**src/aewo_pkg.sv**
```systemverilog
`timescale 1ns / 1ps
// Shared types and constants of the ADSR enveloped wave oscillator.
// No dependencies; used by aewo_div and the top level.
package aewo_pkg;

    localparam int DivQbW = 5;
    localparam logic [14:0] FullScale = 15'd32767;
    localparam logic [35:0] SusRecip = 36'd343586898;
    localparam logic [63:0] HalfPiQ30 = 64'd1686629713;
    localparam logic [63:0] Q30One = 64'd1073741824;

    localparam logic [2:0] CfgAttack  = 3'd0;
    localparam logic [2:0] CfgDecay   = 3'd1;
    localparam logic [2:0] CfgSustain = 3'd2;
    localparam logic [2:0] CfgRelease = 3'd3;
    localparam logic [2:0] CfgHold    = 3'd4;
    localparam logic [2:0] CfgPeriod  = 3'd5;
    localparam logic [2:0] CfgShape   = 3'd6;

    localparam logic [1:0] WaveSquare   = 2'd0;
    localparam logic [1:0] WaveSaw      = 2'd1;
    localparam logic [1:0] WaveTriangle = 2'd2;
    localparam logic [1:0] WaveSine     = 2'd3;

    typedef struct packed {
        logic               start;
        logic [DivQbW-1:0]  qb;
    } t_div_req;

    // floor(pct * 32767 / 100) by a scaled reciprocal, exact for pct up to 100
    function automatic logic [14:0] f_sus_level(input logic [6:0] pct);
        logic [6:0]  p;
        logic [35:0] prod;
        p = (pct > 7'd100) ? 7'd100 : pct;
        prod = 36'(p) * SusRecip;
        return prod[34:20];
    endfunction

endpackage

```
**src/aewo_div.sv**
```systemverilog
`timescale 1ns / 1ps
// Bit-serial restoring divider, one quotient bit per cycle.
// Depends on aewo_pkg (t_div_req, DivQbW).
module aewo_div import aewo_pkg::*; #(
    parameter int QUO_W = 22,
    parameter int NUM_W = 38
) (
    input  logic             i_clk,
    input  logic             i_rst_n,
    input  t_div_req         i_req,
    input  logic [NUM_W-1:0] i_num,
    input  logic [19:0]      i_den,
    output logic             o_busy,
    output logic [QUO_W-1:0] o_quo,
    output logic [19:0]      o_rem
);

    logic              r_busy;
    logic [DivQbW-1:0] r_cnt;
    logic [19:0]       r_rem;
    logic [19:0]       r_den;
    logic [QUO_W-1:0]  r_lo;
    logic [QUO_W-1:0]  r_quo;

    logic [NUM_W+QUO_W-1:0] wide;
    logic [21:0]            trial;
    logic                   ge;
    logic [19:0]            n_rem;

    always_comb begin
        wide = {i_num, QUO_W'(0)} >> i_req.qb;
        trial = {1'b0, r_rem, r_lo[QUO_W-1]} - {2'b0, r_den};
        ge = !trial[21];
        n_rem = ge ? trial[19:0] : {r_rem[18:0], r_lo[QUO_W-1]};
    end

    always_ff @(posedge i_clk) begin
        if (!i_rst_n) begin
            r_busy <= 1'b0;
            r_cnt <= '0;
        end else if (i_req.start) begin
            r_busy <= 1'b1;
            r_cnt <= i_req.qb;
        end else if (r_busy) begin
            r_cnt <= r_cnt - 1'b1;
            if (r_cnt == DivQbW'(1)) begin
                r_busy <= 1'b0;
            end
        end
    end

    always_ff @(posedge i_clk) begin
        if (i_req.start) begin
            r_rem <= wide[QUO_W+19:QUO_W];
            r_lo <= wide[QUO_W-1:0];
            r_den <= i_den;
            r_quo <= '0;
        end else if (r_busy) begin
            r_rem <= n_rem;
            r_lo <= {r_lo[QUO_W-2:0], 1'b0};
            r_quo <= {r_quo[QUO_W-2:0], ge};
        end
    end

    assign o_busy = r_busy;
    assign o_quo = r_quo;
    assign o_rem = r_rem;

endmodule
```
**config.mk**
```make
export PLATFORM = sky130hd
export DESIGN_NAME = aewo_div
export DESIGN_NICKNAME = d
export VERILOG_FILES = /design/src/aewo_pkg.sv /design/src/aewo_div.sv
export SDC_FILE = /design/constraint.sdc
export NUM_CORES = 1
export LEC_CHECK = 0
export BUFFER_PORTS_ARGS = -buffer_cell sky130_fd_sc_hd__buf_4
export CAP_MARGIN = 20
export CORE_ASPECT_RATIO = 0.9
export CORE_MARGIN = 5
export CORE_UTILIZATION = 58
export CTS_BUF_LIST = sky130_fd_sc_hd__clkbuf_16
export CTS_CLUSTER_SIZE = 28
export DETAILED_ROUTE_END_ITERATION = 16
export PLACE_DENSITY_LB_ADDON = 0.08
export SYNTH_ARGS = -nofsm -noshare
export SYNTH_HDL_FRONTEND = slang
export SYNTH_SLANG_ARGS = --single-unit
```
**constraint.sdc**
```tcl
create_clock -name i_clk -period 2.8 [get_ports i_clk]
set_input_delay 0.28 -clock i_clk [delete_from_list [all_inputs] [get_ports i_clk]]
set_output_delay 0.28 -clock i_clk [all_outputs]
set_load 0.03 [all_outputs]
```
==> impl_metrics.yaml, run 1 <==
layout:
  drive_gt1_share_pct: 27.88
  ff_latch_area_um2: 2422
  syn_to_final_growth_pct: 20.13
  finalNetCount: 866
  antennaDiodeCount: 0
  multi_input_area_um2: 3896
  fin_area_um2: 7974
  fillers: 881
floorplanning:
  die_h_um: 111.5
  die_area_um2: 13690
  core_um2: 11340
  rows: 37
  start_util_pct: 58.52
  ios: 109
  die_width_um: 122.8
yosys:
  syn_inst: 685
  synthArstFlopShare_pct: 0
  syn_nets: 774
  seq_area_frac_synth_pct: 36.49
  synth_cell_types: 63
  synth_area_leaders: "edfxtp_1, mux2i_1, dfxtp_1"
  ys.flop_type: "edfxtp_1"
  synth.avg_cell_area_um2: 9.690
  synth_edf_count: 62
  synth_seq_cells: 90
  synth_area_um2: 6638
  yosysTopAreaCell: "edfxtp_1"
  yosys_warnings: 0
  synth.top_cell.area_share_pct: 28.05
job:
  cap_violations: 0
grt:
  grt_pass1_wl_um: 28790
  track_usage_pct: 26.28
  gr-total-overflow: 0
  grt_max_degree: 63
  grt_pass1_vias: 5628
  grt_antenna_before_repair: 0
critical_path:
  path_cells: "ha_1 -> and3_2 -> a221o_1 -> a21oi_2 -> o22ai_2 -> or3_4 -> o31ai_2 -> a31oi_1"
  crit_path_max_incr_delay_ns: 0.48
  worstPathMaxFanout: 20
  required_ns: 2.87
  path_buf_inv: 0
  cpLargestDelayFamily: "compound AO/OA/AOI/OAI gates"
  worstSetupEndpointType: "register"
  cp.arrival_ns: 2.79
  reg2reg_from: "o_rem[16]"
  crit_start: "o_rem[16]"
  startpoint_type: "register"
  slowest_stage: "or3_4"
  rrSetupSlack_ns: 0.08
  critPathKind: "register to register"
timing:
  worst_slew_pin_slew_ns: 0.6808
  fin_crit_ns: 2.718
  finClkSkew_ns: 0.01125
  min_period_over_period_pct: 97.08
  fmax_mhz: 367.9
  rsz0062_at_grt: "true"
  holdWs_ns: 0.1060
  tns_ns: 0
  finalMaxSlewViolations: 0
  slew_headroom_pct: 54.56
  hold_viol_final: 0
  setup_viol: 0
detailed_routing:
  drcViolationCount: 0
  wirelength_um: 17920
  drt_iter0_markers: 683
  vias: 5726
  vias_per_cell: 6.104
  ant_nets: 0
  wire_per_inst_um: 19.11
  dr.pass1.iters: 5
cts:
  cts_sinks: 90
  cts_tree: "done"
  max-clock-path-buffers: 2
  cts_buffers: 9
  clk_latency_ns: 0.35
  cts_max_level: 3
  clkTransAtPathRegs_ns: 0.07
  root_buffer: "clkbuf_16"
placement:
  place_hpwl_um: 13310
  placed_area_um2: 7587
  gp_congestion: 0.9354
  portBuffers: 108
status:
  status: "complete, no violations"
min_path:
  min-delay-start: "i_den[4]"
  hold_path.class: "input pin to register"
power:
  peakVddDrop_v: 0.0005310
  power.leakage_nw: 3.373
  power.density_nw_per_um2: 647.8
[cell families after synthesis]
kind of cell | count (synthesis) | share of synthesized area [%]
AND/OR/NAND/NOR | 177 | 11.72
AO/OA/AOI/OAI | 183 | 17.83
XOR/XNOR | 20 | 2.639
adder cells (fa/ha/maj) | 23 | 4.449
flip-flops | 90 | 36.49
buffers and inverters | 84 | 5.580
multiplexers | 108 | 21.28
[per-layer routing]
layer  track usage, %  vias up  wire [um]
met5                0        -          0
met3            5.688       36       1212
met1            34.05     2718       7546
met2            43.79      250       8765
li1                 -     2722          -
met4            8.209        0        398
[layout by cell type (no fill, tap or decap), types with 7 or more instances in the layout]
cell type and n:
buf_4 128, nand2_1 71, edfxtp_1 62, nor2_1 60
a21oi_1 59, mux2i_1 59, inv_1 33, dfxtp_1 28
o21ai_0 27, mux2_2 25, mux4_2 24, ha_1 18
a22oi_1 14, nand3_1 12, clkbuf_16 12, xnor2_1 10
xor2_1 10, nor2b_1 9, nand2b_1 8, o21a_1 8
a211oi_1 8, o211ai_1 7, a31oi_1 7, o22ai_1 7
[power by group]
group	internal (mW)	switching (mW)	leakage [nW]
combinational	0.910	1.23	2.36
sequential	1.63	0.122	0.848
clock	0.765	0.509	0.165
total	3.30	1.86	3.37
[path summary, 6_finish.rpt]
path / to / cells after the start
hold reg to reg: o_quo[0] / 2
hold / removal: r_den[4] / 1
setup reg to reg: o_rem[11] / 8
setup / recovery: o_rem[11] / 8
[worst reg2reg max path: cells and delay by family, from the launching register on]
family | cells | cell delay [ns]
AOI/OAI and AO/OA | 5 | 0.90
adders and majority gates | 1 | 0.38
DFF | 1 | 0.43
and+or+nand+nor | 2 | 0.76
[repair_timing]
action                                  in CTS  in global routing
buffers inserted                             0                  1
hold buffers                                 0                  0
endpoints found under the setup margin       0                 18
gates resized for setup                      0                 11
[through the flow]
step | util, % | power, mW | std cells | worst slack, ns
5_1_grt | 70.30 | 5.435 | 938 | -0.03906
3_5_place_dp | 66.89 | 3.821 | 921 | 0.03871
4_1_cts | 69.78 | 5.108 | 937 | 0.01350
6_report | 70.30 | 5.165 | 938 | 0.08181
3_3_place_gp | 66.89 | 3.792 | 921 | 0.01697
2_1_floorplan | - | 3.203 | 685 | 0.06530
[state kept, by name, summed over array words and instances (netlist names)]
signal,count
r_cnt,5
o_quo,22
r_den,20
r_lo,22
o_rem,20
o_busy,1
[area by class of cell]
class                   instances  share of cell area, %
multi-input cells             511                  48.86
flip-flops and latches         90                  30.38
clock inverters                 4                 0.3452
well taps                     156                  2.448
inverters                      35                  1.648
repair buffers                130                  12.55
clock buffers                  12                  3.766
[synth_stat cells (all sizes together) (10+ instances only)]
cell and count:
nand2 71, mux2 25, inv 35, a22oi 14
edfxtp 62, nand3 12, ha 22, mux4 24
xor2 10, nor2 61, dfxtp 28, buf 19
clkbuf 30, mux2i 59, xnor2 10, a21oi 63
o21ai 33
Note: power is estimated with default switching activity, not from simulation.
==> run 2, diff against run 1 <==
--- a/config.mk
+++ b/config.mk
@@ -9,7 +9,7 @@
 export CAP_MARGIN = 20
 export CORE_ASPECT_RATIO = 0.9
 export CORE_MARGIN = 5
-export CORE_UTILIZATION = 58
+export CORE_UTILIZATION = 33
 export CTS_BUF_LIST = sky130_fd_sc_hd__clkbuf_16
 export CTS_CLUSTER_SIZE = 28
 export DETAILED_ROUTE_END_ITERATION = 16
==> constraint.sdc (replaced) <==
create_clock -name i_clk -period 3.4 [get_ports i_clk]
set_input_delay 0.34 -clock i_clk [delete_from_list [all_inputs] [get_ports i_clk]]
set_output_delay 0.34 -clock i_clk [all_outputs]
set_load 0.03 [all_outputs]
==> run 2 against run 1 <==
Non-clock buffer count is 17 lower. Worst hold slack improved by 0.050 ns. Fmax down 10%. Sequential share of layout area is 0.38 points higher. Die area up 68%. Final area is 1.2% lower. Critical path depth increased by 2. Critical endpoint is now o_rem[3]. Largest power group unchanged.
==> impl_metrics.yaml, run 2 (synthesis results as in run 1) <==
grt:
  grt_antenna_before_repair: 0
  grt_pass1_vias: 5599
  track_usage_pct: 16.31
  grt_max_degree: 48
  gr-total-overflow: 0
  grt_pass1_wl_um: 30330
power:
  power.leakage_nw: 3.272
  peakVddDrop_v: 0.0002150
  power.density_nw_per_um2: 526.6
critical_path:
  crit_path_max_incr_delay_ns: 0.47
  cp.arrival_ns: 3.22
  rrSetupSlack_ns: 0.37
  cpLargestDelayFamily: "compound AO/OA/AOI/OAI gates"
  path_cells: "ha_1 -> a21oi_4 -> inv_2 -> a221o_1 -> a21oi_2 -> o22ai_2 -> nor3_2 -> buf_4 -> a21oi_1 -> a22oi_1"
  slowest_stage: "ha_1"
  worstRegToRegCells: 10
  worstSetupEndpointType: "register"
  worstPathMaxFanout: 14
  reg2reg_to: "o_rem[3]"
  required_ns: 3.60
  startpoint_type: "register"
  reg2reg_from: "o_rem[13]"
  path_buf_inv: 2
  critPathKind: "register to register"
layout:
  antennaDiodeCount: 0
  drive_gt1_share_pct: 25.36
  finalNonFillerCells: 1020
  finalNetCount: 849
  mostFrequentLayoutCell: "buf_4"
  syn_to_final_growth_pct: 18.72
  final_cell_mix: "buf_4, nand2_1, edfxtp_1, nor2_1, a21oi_1"
  fin_util_pct: 39.67
timing:
  finalMaxSlewViolations: 0
  fin_crit_ns: 3.029
  worst_slew_pin_slew_ns: 1.035
  rsz0062_at_grt: "false"
  slew_headroom_pct: 30.99
  min_period_over_period_pct: 89.08
  hold_viol_final: 0
  tns_ns: 0
  fmax_mhz: 330.2
  finClkSkew_ns: 0.009838
  setup_viol: 0
cts:
  clk_latency_ns: 0.35
  cts_max_level: 3
  root_buffer: "clkbuf_16"
  cts_tree: "done"
  post-cts-setup-buffers: 0
  clkTransAtPathRegs_ns: 0.07
  cts_sinks: 90
  cts_buffers: 9
  cts_resized: 0
  max-clock-path-buffers: 2
  hold_buffers: 0
floorplanning:
  die_h_um: 144.5
  core_um2: 19860
  rows: 49
  start_util_pct: 33.42
  die_width_um: 159.5
  die_area_um2: 23050
  ios: 109
min_path:
  hold_path.class: "input pin to register"
  holdPathEnd: "r_den[7]"
  min-delay-start: "i_den[7]"
  hold-path-cell-count: 1
job:
  cap_violations: 0
status:
  status: "complete, no violations"
detailed_routing:
  wirelength_um: 19070
  drt_iter0_markers: 409
  ant_nets: 0
  wire_per_inst_um: 18.69
  vias: 5473
  dr.pass1.iters: 5
  drcViolationCount: 0
  vias_per_cell: 5.366
placement:
  gp_congestion: 0.9047
  place_hpwl_um: 14550
  numPlacedInstances: 1004
  portBuffers: 108
[run 2: final cells by class]
class,instances,area [um^2]
Inverter,35,131.4
Tap cell,255,319.1
Timing Repair Buffer,113,848.3
Clock buffer,10,250.2
Fill cell,2019,11980
Multi-Input combinational cell,511,3845
Sequential cell,90,2424
Clock inverter,6,62.56
[run 2: how the worst max path moves through the flow]
| stage | cells past startpoint | endpoint | slack, ns | from |
|---|---|---|---|---|
| final | 10 | o_rem[3] | 0.37 | o_rem[13] |
| after floorplan | 11 | o_rem[11] | 0.67 | o_rem[13] |
| after global placement | 10 | o_rem[10] | 0.54 | o_rem[13] |
| after CTS | 10 | o_rem[3] | 0.43 | o_rem[13] |
| after global routing | 10 | o_rem[3] | 0.13 | o_rem[5] |
| after detailed placement | 10 | o_rem[3] | 0.45 | o_rem[13] |
[run 2: power by group]
group | total [mW] | internal, mW | leakage [nW] | switching (mW)
registers | 1.44 | 1.34 | 0.848 | 0.101
clock network | 1.05 | 0.563 | 0.156 | 0.485
logic | 1.66 | 0.678 | 2.27 | 0.982
total | 4.15 | 2.58 | 3.27 | 1.57
[run 2: metal layers]
| layer | track usage [%] | routed length, um | vias to the layer above |
|---|---|---|---|
| li1 | - | - | 2686 |
| met1 | 21.53 | 8730 | 2657 |
| met2 | 28.21 | 9417 | 115 |
| met3 | 2.935 | 705 | 15 |
| met4 | 3.546 | 212 | 0 |
| met5 | 0 | 0 | - |
[run 2: per-stage QoR]
| step | power (mW) | hold WS (ns) | cell area [um^2] | worst slack (ns) |
|---|---|---|---|---|
| global route | 4.412 | 0.1364 | 7880 | 0.1277 |
| detailed placement | 3.128 | 0.5089 | 7567 | 0.4513 |
| global placement | 3.121 | 0.4845 | 7567 | 0.5446 |
| CTS | 4.197 | 0.1430 | 7880 | 0.4272 |
| finish | 4.150 | 0.1564 | 7880 | 0.3713 |
| floorplan | 2.638 | 0.4389 | 6638 | 0.6653 |
